<file path="config.mk">
export PLATFORM = sky130hd
export DESIGN_NAME = text_console_cursor_engine
export DESIGN_NICKNAME = d
export VERILOG_FILES = /design/src/rtl/core/tcce_pkg.sv /design/src/rtl/core/text_console_cursor_engine.sv
export VERILOG_INCLUDE_DIRS = /design/src /design/src/rtl/core
export SDC_FILE = /design/constraint.sdc
export NUM_CORES = 1
export LEC_CHECK = 0
export BUFFER_PORTS_ARGS = -buffer_cell sky130_fd_sc_hd__buf_2
export CAP_MARGIN = 20
export CORE_MARGIN = 5
export CORE_UTILIZATION = 35
export CTS_CLUSTER_SIZE = 16
export DETAILED_ROUTE_END_ITERATION = 8
export PLACE_DENSITY = 0.6
export SETUP_SLACK_MARGIN = 0.1
export SLEW_MARGIN = 20
export SYNTH_ARGS = -nofsm -noshare
export SYNTH_HDL_FRONTEND = slang
export SYNTH_SLANG_ARGS = --single-unit
export TNS_END_PERCENT = 30
</file>
<file path="constraint.sdc">
create_clock -name i_clk -period 26.2 [get_ports i_clk]
set_clock_uncertainty 0.1 [all_clocks]
set_input_delay 5.24 -clock i_clk [delete_from_list [all_inputs] [get_ports i_clk]]
set_output_delay 5.24 -clock i_clk [all_outputs]
set_load 0.02 [all_outputs]
</file>
<file path="src/rtl/core/assert_macros.svh">
// Concurrent assertion helpers, empty in synthesis builds.
`ifndef ASSERT_MACROS_SVH
`define ASSERT_MACROS_SVH

`ifndef SYNTHESIS

`define ASSERT_IMPLY(label, clk, rst_n, cond, expr) \
    label: assert property (@(posedge clk) disable iff (!(rst_n)) (cond) |-> (expr)) \
        else $error("assertion failed");

`define ASSERT_NEXT(label, clk, rst_n, cond, expr) \
    label: assert property (@(posedge clk) disable iff (!(rst_n)) (cond) |=> (expr)) \
        else $error("assertion failed");

`else

`define ASSERT_IMPLY(label, clk, rst_n, cond, expr)

`define ASSERT_NEXT(label, clk, rst_n, cond, expr)

`endif

`endif

</file>
<file path="src/rtl/core/tcce_pkg.sv">
package tcce_pkg;

    localparam int GLYPH_WIDTH  = 8;
    localparam int GLYPH_HEIGHT = 16;

    localparam logic [2:0] ACT_PUT     = 3'd0;
    localparam logic [2:0] ACT_BLINK   = 3'd1;
    localparam logic [2:0] ACT_CUR_ON  = 3'd2;
    localparam logic [2:0] ACT_CUR_OFF = 3'd3;
    localparam logic [2:0] ACT_CLEAR   = 3'd4;

    localparam logic [1:0] CMD_FILL   = 2'd0;
    localparam logic [1:0] CMD_GLYPH  = 2'd1;
    localparam logic [1:0] CMD_SCROLL = 2'd2;

    localparam logic [1:0] CFG_TEXT_SIZE = 2'd0;
    localparam logic [1:0] CFG_SCR_W     = 2'd1;
    localparam logic [1:0] CFG_SCR_H     = 2'd2;

    localparam logic [4:0]  TEXT_SIZE_RST = 5'd4;
    localparam logic [12:0] SCR_W_RST     = 13'd1024;
    localparam logic [12:0] SCR_H_RST     = 13'd768;

    localparam logic [7:0]  CH_LF        = 8'd10;
    localparam logic [7:0]  CH_CR        = 8'd13;
    localparam logic [7:0]  CH_BS        = 8'd8;
    localparam logic [6:0]  CURSOR_GLYPH = 7'h5F;
    localparam logic [23:0] CURSOR_PAINT = 24'hFFFFFF;
    localparam logic [23:0] BG_PAINT     = 24'h000000;

    typedef struct packed {
        logic [2:0]  action;
        logic [7:0]  char_code;
        logic [23:0] color;
    } t_in_item;

    typedef struct packed {
        logic [1:0]  command;
        logic [12:0] left;
        logic [12:0] top;
        logic [12:0] right;
        logic [12:0] bottom;
        logic [6:0]  glyph_code;
        logic [23:0] paint;
    } t_cmd;

    typedef struct packed {
        logic [1:0]  command;
        logic [12:0] left;
        logic [12:0] top;
        logic [12:0] right;
        logic [12:0] bottom;
        logic [6:0]  glyph_code;
        logic [23:0] paint;
        logic        last;
    } t_out_item;

endpackage

</file>
<file path="src/rtl/core/text_console_cursor_engine.sv">
// An input is registered in r_in, then its commands in the command buffer, which drives the output.
// Throughput: one input per cycle when it yields at most one command and the output is not
// stalled; an input that yields several commands holds the buffer while they are taken one by one.
// Reset: synchronous, active low; cursor at 0,0 with both flags clear, registers
// return to text size 4 and a 1024 x 768 screen.
`include "assert_macros.svh"

module text_console_cursor_engine import tcce_pkg::*; (
    input  logic        i_clk,
    input  logic        i_rst_n,
    input  logic        i_in_valid,
    output logic        o_in_ready,
    input  t_in_item    i_in_data,
    output logic        o_out_valid,
    input  logic        i_out_ready,
    output t_out_item   o_out_data,
    input  logic        i_cfg_we,
    input  logic [1:0]  i_cfg_index,
    input  logic [12:0] i_cfg_data
);

    localparam int NSLOT = 8;
    localparam int SL_ERASE = 0;
    localparam int SL_MAIN  = 1;
    localparam int SL_NL1_S = 2;
    localparam int SL_NL1_F = 3;
    localparam int SL_NL2_S = 4;
    localparam int SL_NL2_F = 5;
    localparam int SL_DRAW  = 6;

    typedef struct packed {
        logic valid;
        t_cmd cmd;
    } t_slot;

    typedef struct packed {
        t_slot       scr;
        t_slot       fil;
        logic [12:0] cy;
    } t_nl;

    function automatic t_slot make_fill(input logic [13:0] x0, input logic [13:0] y0,
                                        input logic [13:0] x1, input logic [13:0] y1,
                                        input logic [13:0] w, input logic [13:0] h,
                                        input logic [23:0] c);
        t_slot s;
        logic [13:0] rx;
        logic [13:0] ry;
        s.valid = (x1 > x0) && (y1 > y0) && (x0 < w) && (y0 < h);
        rx = (x1 > w) ? w : x1;
        ry = (y1 > h) ? h : y1;
        s.cmd.command = CMD_FILL;
        s.cmd.left = x0[12:0];
        s.cmd.top = y0[12:0];
        s.cmd.right = rx[12:0];
        s.cmd.bottom = ry[12:0];
        s.cmd.glyph_code = '0;
        s.cmd.paint = c;
        return s;
    endfunction

    function automatic t_slot make_glyph(input logic [12:0] x, input logic [12:0] y,
                                         input logic [6:0] g, input logic [23:0] c);
        t_slot s;
        s.valid = 1'b1;
        s.cmd.command = CMD_GLYPH;
        s.cmd.left = x;
        s.cmd.top = y;
        s.cmd.right = '0;
        s.cmd.bottom = '0;
        s.cmd.glyph_code = g;
        s.cmd.paint = c;
        return s;
    endfunction

    function automatic t_nl new_line(input logic [12:0] cy, input logic [13:0] sy,
                                     input logic [13:0] w, input logic [13:0] h);
        t_nl r;
        logic [13:0] sum;
        logic [13:0] top_row;
        sum = {1'b0, cy} + sy;
        top_row = h - sy;
        r.scr.valid = 1'b0;
        r.scr.cmd.command = CMD_SCROLL;
        r.scr.cmd.left = '0;
        r.scr.cmd.top = '0;
        r.scr.cmd.right = '0;
        r.scr.cmd.bottom = sy[12:0];
        r.scr.cmd.glyph_code = '0;
        r.scr.cmd.paint = '0;
        r.fil = '0;
        r.cy = '0;
        if (sum < h) begin
            r.cy = sum[12:0];
            r.fil = make_fill(14'd0, sum, w, sum + sy, w, h, BG_PAINT);
        end else begin
            r.scr.valid = 1'b1;
            if (sy <= h) begin
                r.fil = make_fill(14'd0, top_row, w, h, w, h, BG_PAINT);
                r.cy = top_row[12:0];
            end
        end
        return r;
    endfunction

    logic [4:0]  r_text_size;
    logic [12:0] r_scr_w;
    logic [12:0] r_scr_h;
    logic [12:0] r_cursor_x;
    logic [12:0] r_cursor_y;
    logic        r_cursor_en;
    logic        r_cursor_shown;
    logic        r_in_valid;
    t_in_item    r_in;
    logic [NSLOT-1:0] r_mask;
    t_cmd        r_slot [NSLOT];

    logic [12:0] n_cursor_x;
    logic [12:0] n_cursor_y;
    logic        n_cursor_en;
    logic        n_cursor_shown;
    logic [NSLOT-1:0] n_mask;
    t_cmd        n_cmd [NSLOT];

    logic [NSLOT-1:0] rest;
    logic [2:0]  head;
    logic        out_acc;
    logic        buf_free;
    logic        load;

    always_comb begin
        t_slot       slot [NSLOT];
        t_slot       erase;
        t_nl         nl1;
        t_nl         nl2;
        logic [13:0] w;
        logic [13:0] h;
        logic [13:0] px;
        logic [13:0] py;
        logic [13:0] sx;
        logic [13:0] sy;
        logic [13:0] x14;
        logic [13:0] y14;
        logic [12:0] cx_mid;
        logic [12:0] cy_mid;
        logic        is_nl;
        logic        is_bs;
        logic        bs_ok;
        logic        adv_fit;
        logic        fits;

        w = {1'b0, r_scr_w};
        h = {1'b0, r_scr_h};
        px = (14'(GLYPH_WIDTH) * {9'd0, r_text_size}) >> 2;
        py = (14'(GLYPH_HEIGHT) * {9'd0, r_text_size}) >> 2;
        sx = (px == '0) ? 14'd1 : px;
        sy = (py == '0) ? 14'd1 : py;
        x14 = {1'b0, r_cursor_x};
        y14 = {1'b0, r_cursor_y};

        for (int i = 0; i < NSLOT; i++) begin
            slot[i] = '0;
        end
        n_cursor_x = r_cursor_x;
        n_cursor_y = r_cursor_y;
        n_cursor_en = r_cursor_en;
        n_cursor_shown = r_cursor_shown;

        erase = make_fill(x14, y14, x14 + sx, y14 + sy, w, h, BG_PAINT);
        nl1 = new_line(r_cursor_y, sy, w, h);

        is_nl = (r_in.char_code == CH_LF) || (r_in.char_code == CH_CR);
        is_bs = (r_in.char_code == CH_BS);
        bs_ok = (x14 >= sx);
        adv_fit = ((x14 + sx) < w);
        if (is_bs) begin
            cx_mid = bs_ok ? (r_cursor_x - sx[12:0]) : r_cursor_x;
            cy_mid = r_cursor_y;
        end else if (adv_fit) begin
            cx_mid = r_cursor_x + sx[12:0];
            cy_mid = r_cursor_y;
        end else begin
            cx_mid = '0;
            cy_mid = nl1.cy;
        end
        fits = (({1'b0, cx_mid} + sx - 14'd1) < w) && (({1'b0, cy_mid} + sy - 14'd1) < h);
        nl2 = new_line(cy_mid, sy, w, h);

        case (r_in.action)
            ACT_PUT: begin
                slot[SL_ERASE] = erase;
                slot[SL_ERASE].valid = erase.valid && r_cursor_shown;
                if (is_nl) begin
                    slot[SL_NL1_S] = nl1.scr;
                    slot[SL_NL1_F] = nl1.fil;
                    n_cursor_x = '0;
                    n_cursor_y = nl1.cy;
                end else begin
                    if (is_bs) begin
                        if (bs_ok) begin
                            slot[SL_MAIN] = make_fill({1'b0, cx_mid}, y14, x14, y14 + sy,
                                                      w, h, BG_PAINT);
                        end
                    end else begin
                        slot[SL_MAIN] = make_glyph(r_cursor_x, r_cursor_y,
                                                   r_in.char_code[6:0], r_in.color);
                        slot[SL_MAIN].valid = !r_in.char_code[7];
                        if (!adv_fit) begin
                            slot[SL_NL1_S] = nl1.scr;
                            slot[SL_NL1_F] = nl1.fil;
                        end
                    end
                    n_cursor_x = cx_mid;
                    n_cursor_y = cy_mid;
                    if ((!is_bs || bs_ok) && !fits) begin
                        slot[SL_NL2_S] = nl2.scr;
                        slot[SL_NL2_F] = nl2.fil;
                        n_cursor_x = '0;
                        n_cursor_y = nl2.cy;
                    end
                end
                n_cursor_shown = r_cursor_en;
                if (r_cursor_en) begin
                    slot[SL_DRAW] = make_glyph(n_cursor_x, n_cursor_y, CURSOR_GLYPH,
                                               CURSOR_PAINT);
                end
            end
            ACT_BLINK: begin
                if (r_cursor_en) begin
                    if (r_cursor_shown) begin
                        slot[SL_ERASE] = erase;
                        n_cursor_shown = 1'b0;
                    end else begin
                        slot[SL_DRAW] = make_glyph(r_cursor_x, r_cursor_y, CURSOR_GLYPH,
                                                   CURSOR_PAINT);
                        n_cursor_shown = 1'b1;
                    end
                end
            end
            ACT_CUR_ON: begin
                n_cursor_en = 1'b1;
                if (!r_cursor_shown) begin
                    slot[SL_DRAW] = make_glyph(r_cursor_x, r_cursor_y, CURSOR_GLYPH,
                                               CURSOR_PAINT);
                    n_cursor_shown = 1'b1;
                end
            end
            ACT_CUR_OFF: begin
                if (r_cursor_shown) begin
                    slot[SL_ERASE] = erase;
                end
                n_cursor_shown = 1'b0;
                n_cursor_en = 1'b0;
            end
            ACT_CLEAR: begin
                slot[SL_ERASE] = make_fill(14'd0, 14'd0, w, h, w, h, r_in.color);
                n_cursor_x = '0;
                n_cursor_y = '0;
                n_cursor_shown = r_cursor_en;
                if (r_cursor_en) begin
                    slot[SL_DRAW] = make_glyph(13'd0, 13'd0, CURSOR_GLYPH, CURSOR_PAINT);
                end
            end
            default: begin
            end
        endcase

        for (int i = 0; i < NSLOT; i++) begin
            n_mask[i] = slot[i].valid;
            n_cmd[i] = slot[i].cmd;
        end
    end

    always_comb begin
        head = '0;
        for (int i = NSLOT - 1; i >= 0; i--) begin
            if (r_mask[i]) begin
                head = 3'(i);
            end
        end
    end

    assign rest = r_mask & (r_mask - NSLOT'(1));
    assign o_out_valid = (r_mask != '0);
    assign out_acc = o_out_valid && i_out_ready;
    assign buf_free = (r_mask == '0) || (out_acc && (rest == '0));
    assign load = r_in_valid && buf_free;
    assign o_in_ready = !r_in_valid || load;

    always_comb begin
        o_out_data.command = r_slot[head].command;
        o_out_data.left = r_slot[head].left;
        o_out_data.top = r_slot[head].top;
        o_out_data.right = r_slot[head].right;
        o_out_data.bottom = r_slot[head].bottom;
        o_out_data.glyph_code = r_slot[head].glyph_code;
        o_out_data.paint = r_slot[head].paint;
        o_out_data.last = (rest == '0);
    end

    always_ff @(posedge i_clk) begin
        if (!i_rst_n) begin
            r_text_size <= TEXT_SIZE_RST;
            r_scr_w <= SCR_W_RST;
            r_scr_h <= SCR_H_RST;
            r_cursor_x <= '0;
            r_cursor_y <= '0;
            r_cursor_en <= 1'b0;
            r_cursor_shown <= 1'b0;
            r_in_valid <= 1'b0;
            r_mask <= '0;
        end else begin
            if (i_cfg_we) begin
                case (i_cfg_index)
                    CFG_TEXT_SIZE: r_text_size <= i_cfg_data[4:0];
                    CFG_SCR_W: r_scr_w <= i_cfg_data;
                    CFG_SCR_H: r_scr_h <= i_cfg_data;
                    default: begin
                    end
                endcase
            end
            if (i_in_valid && o_in_ready) begin
                r_in_valid <= 1'b1;
            end else if (load) begin
                r_in_valid <= 1'b0;
            end
            if (load) begin
                r_mask <= n_mask;
                r_cursor_x <= n_cursor_x;
                r_cursor_y <= n_cursor_y;
                r_cursor_en <= n_cursor_en;
                r_cursor_shown <= n_cursor_shown;
            end else if (out_acc) begin
                r_mask <= rest;
            end
        end
    end

    always_ff @(posedge i_clk) begin
        if (i_in_valid && o_in_ready) begin
            r_in <= i_in_data;
        end
        if (load) begin
            for (int i = 0; i < NSLOT; i++) begin
                r_slot[i] <= n_cmd[i];
            end
        end
    end

    `ASSERT_IMPLY(a_shown_needs_enable, i_clk, i_rst_n, r_cursor_shown, r_cursor_en)
    `ASSERT_NEXT(a_stalled_buffer_holds, i_clk, i_rst_n, o_out_valid && !i_out_ready, $stable(r_mask))
    `ASSERT_IMPLY(a_empty_buffer_takes_input, i_clk, i_rst_n, r_mask == '0, o_in_ready)

endmodule

</file>
==> results.cfg <==
[outcome]
status = finished, final reports clean

[sta]
hold_viol = 0
setup_violations = 0
fin_crit_ps = 11890
fin_tns_setup_ps = 0
tightest_slew_ps = 1100
period_share_pct = 45.4
max_clock_freq_mhz = 84.1
maxSlewHeadroom_pct = 25.9
rsz0062_at_grt = false
holdWs_ps = 364
slew_violations = 0

[power]
p_sw_share_pct = 29.2
power_density_mw_per_mm2 = 54.6
ir_drop_mv = 0.0391
power_frac_clock_pct = 36.7
seqPwrFrac_pct = 43.2
intPower_w = 0.00113
p_sw_w = 0.000468
p_leak_nw = 12.0
p_comb_share_pct = 20.1

[worst_hold_path]
hold_path_class = reg2reg
hp-start = r_mask[7]$_SDFFE_PP0P_

[final_layout]
final_common_cell = nand2_1
mostFrequentLayoutCells = nand2_1 (393), edfxtp_1 (314), a21oi_1 (257), ha_1 (243), o21ai_0 (207)
multiInputGateArea_mm2 = 0.0142
regArea_mm2 = 0.0108
area_delta_synth_final_pct = 12.3
postLayoutCoreUtil_pct = 39.5
fin_area_mm2 = 0.0293
fillers = 7412
fin_nets = 3242
drive_above_1_share_pct = 11.0

[placed_design]
place_area_mm2 = 0.0279
place.gp.congestion = 0.963
dpl.hpwl_um = 67100
port_buffers = 142

[clock_network]
cts-root-buf = clkbuf_16
cts_resized = 0
numCtsBuffers = 41
cts.path.max_buffers = 3
h-tree-depth = 2
hold_buffers = 0
clock_latency_ps = 570
numClockSinks = 382
cts_tree = yes
post-cts-setup-buffers = 0
clk_pin_slew_worst_paths_ps = 70

[critical_path]
end_kind = flop
worstSetupStartpoint = r_text_size[2]$_SDFFE_PN1P_
crit_family = compound AO/OA/AOI/OAI gates
r2r_start = r_text_size[2]$_SDFFE_PN1P_
start_kind = flop
crit_top_cell = ha_1
crit_type = reg2reg
critPathArrivalTime_ps = 12200
slowest_stage = dfxtp_1
worst-path-buf-inv = 4
cp_max_fo = 26
cp_slowest_stage_delay_ps = 720
cp.required_ps = 26510

[global_route]
grt_overflow = 0
grt.total_usage_pct = 21.3
grt_max_degree = 87
grt_pass1_vias = 21400
grt_first_pass_wirelength_um = 134000
antenna_found_initial = 4

[route]
drt-initial-drc-count = 1931
drt-total-wl_um = 89300
drc = 0
wl_per_cell_um = 22.6
via_count = 22000
ant_nets = 0
dr.pass1.iters = 6
avgViaCountPerCell = 5.59

[floorplanning]
core_mm2 = 0.0742
rows = 100
chipWidth_um = 283
io_pins = 143
die-area_mm2 = 0.0802
start_util_pct = 35.2
die_y_um = 283

[logic_synthesis]
synth_fp_nets = 3154
synth-edff-count = 314
synth_ff_type = edfxtp_1
async_reset_ff_share_pct = 0
ys_seq_area_share_pct = 41.3
synth_cells = 2853
ys_types = 94
yosysTopAreaCell = edfxtp_1
yosys_warnings = 0
synth_top_area_share_pct = 36.1
synth_seq_cells = 382
synth_area_leaders = edfxtp_1 (36%), ha_1 (12%), nand2_1 (5.6%), dfxtp_1 (5.2%), a21oi_1 (5.0%)
syn_area_per_cell_um2 = 9.15
synth_area_mm2 = 0.0261

[job]
maxCapViolCount = 0
-- sequential cells by signal, summed over array words and instances (netlist names) --
signal	cells
r_in	35
r_text_size	5
r_cursor_shown	1
r_scr_h	13
r_slot	279
r_cursor_y	13
r_cursor_en	1
r_mask	8
r_in_valid	1
r_cursor_x	13
r_scr_w	13
-- final cells by class --
cell class                      instances  share of cell area (%)
Sequential cell                       382                    36.8
Timing Repair Buffer                  205                    4.05
Antenna cell                            2                  0.0171
Clock inverter                         19                   0.747
Inverter                              146                    1.87
Tap cell                              969                    4.13
Multi-Input combinational cell       2165                    48.5
Clock buffer                           57                    3.91
-- power groups by stage --
stage	Clock, W	Combinational [W]	Sequential (W)
after floorplan	0	0.000218	0.000706
after global routing	0.000621	0.000355	0.000693
after detailed placement	0	0.000317	0.000705
final	0.000588	0.000323	0.000692
after global placement	0	0.000317	0.000704
after CTS	0.000597	0.000319	0.000692
-- tightest hold or removal path, cell delays in order, from the launching register on --
cell and delay, ps:
dfxtp_1 330, nand2_1 60, a31oi_1 30
-- logic make-up (layout without fill, tap and decap cells) --
group	after synthesis	count (layout)	share of synthesized area, %
AOI/OAI and AO/OA	786	786	18.6
DFF	382	382	41.3
buffers and inverters	306	427	4.61
adders and majority gates	250	250	12.0
muxes	66	66	2.69
other	0	2	0
xor gates and xnor gates	97	97	3.25
and+or+nand+nor	966	966	17.5
-- final timing paths --
path | slack [ps] | cells after the start | to
worst max-delay path | 14310 | 45 | r_slot[6][77]$_DFFE_PP_
worst min-delay path | 360 | 2 | r_mask[7]$_SDFFE_PP0P_
worst max register to register | 14310 | 45 | r_slot[6][77]$_DFFE_PP_
worst min register to register | 360 | 2 | r_mask[7]$_SDFFE_PP0P_
-- cell usage after synthesis (26+ instances only) --
cell        n
and2_1     69
and3_1     60
dfxtp_1    68
nor3_1     46
a21oi_1   261
clkbuf_1  132
nand4_1    29
a21o_1     53
mux2i_1    60
inv_1     144
nor2b_1    28
xor2_1     28
xnor2_1    69
edfxtp_1  314
nor2_1    205
ha_1      243
a211oi_1   30
o21ai_1    31
o21ai_0   207
nand2_1   393
a22oi_1    26
nand3_1    39
-- stage by stage --
step | setup WS [ps] | std cells | power (W)
after CTS | 14410 | 3943 | 0.00161
after global routing | 13330 | 3945 | 0.00167
final | 14310 | 3945 | 0.00160
after detailed placement | 14440 | 3867 | 0.00102
after floorplan | 10500 | 2853 | 0.000923
after global placement | 14570 | 3867 | 0.00102
-- routing by layer --
layer / track usage, % / routed length [um]
met1: 26.6 / 36500
met2: 37.9 / 44300
met3: 2.32 / 4640
met4: 8.56 / 3880
met5: 0 / 13
Note: power is estimated with default switching activity, not from simulation.
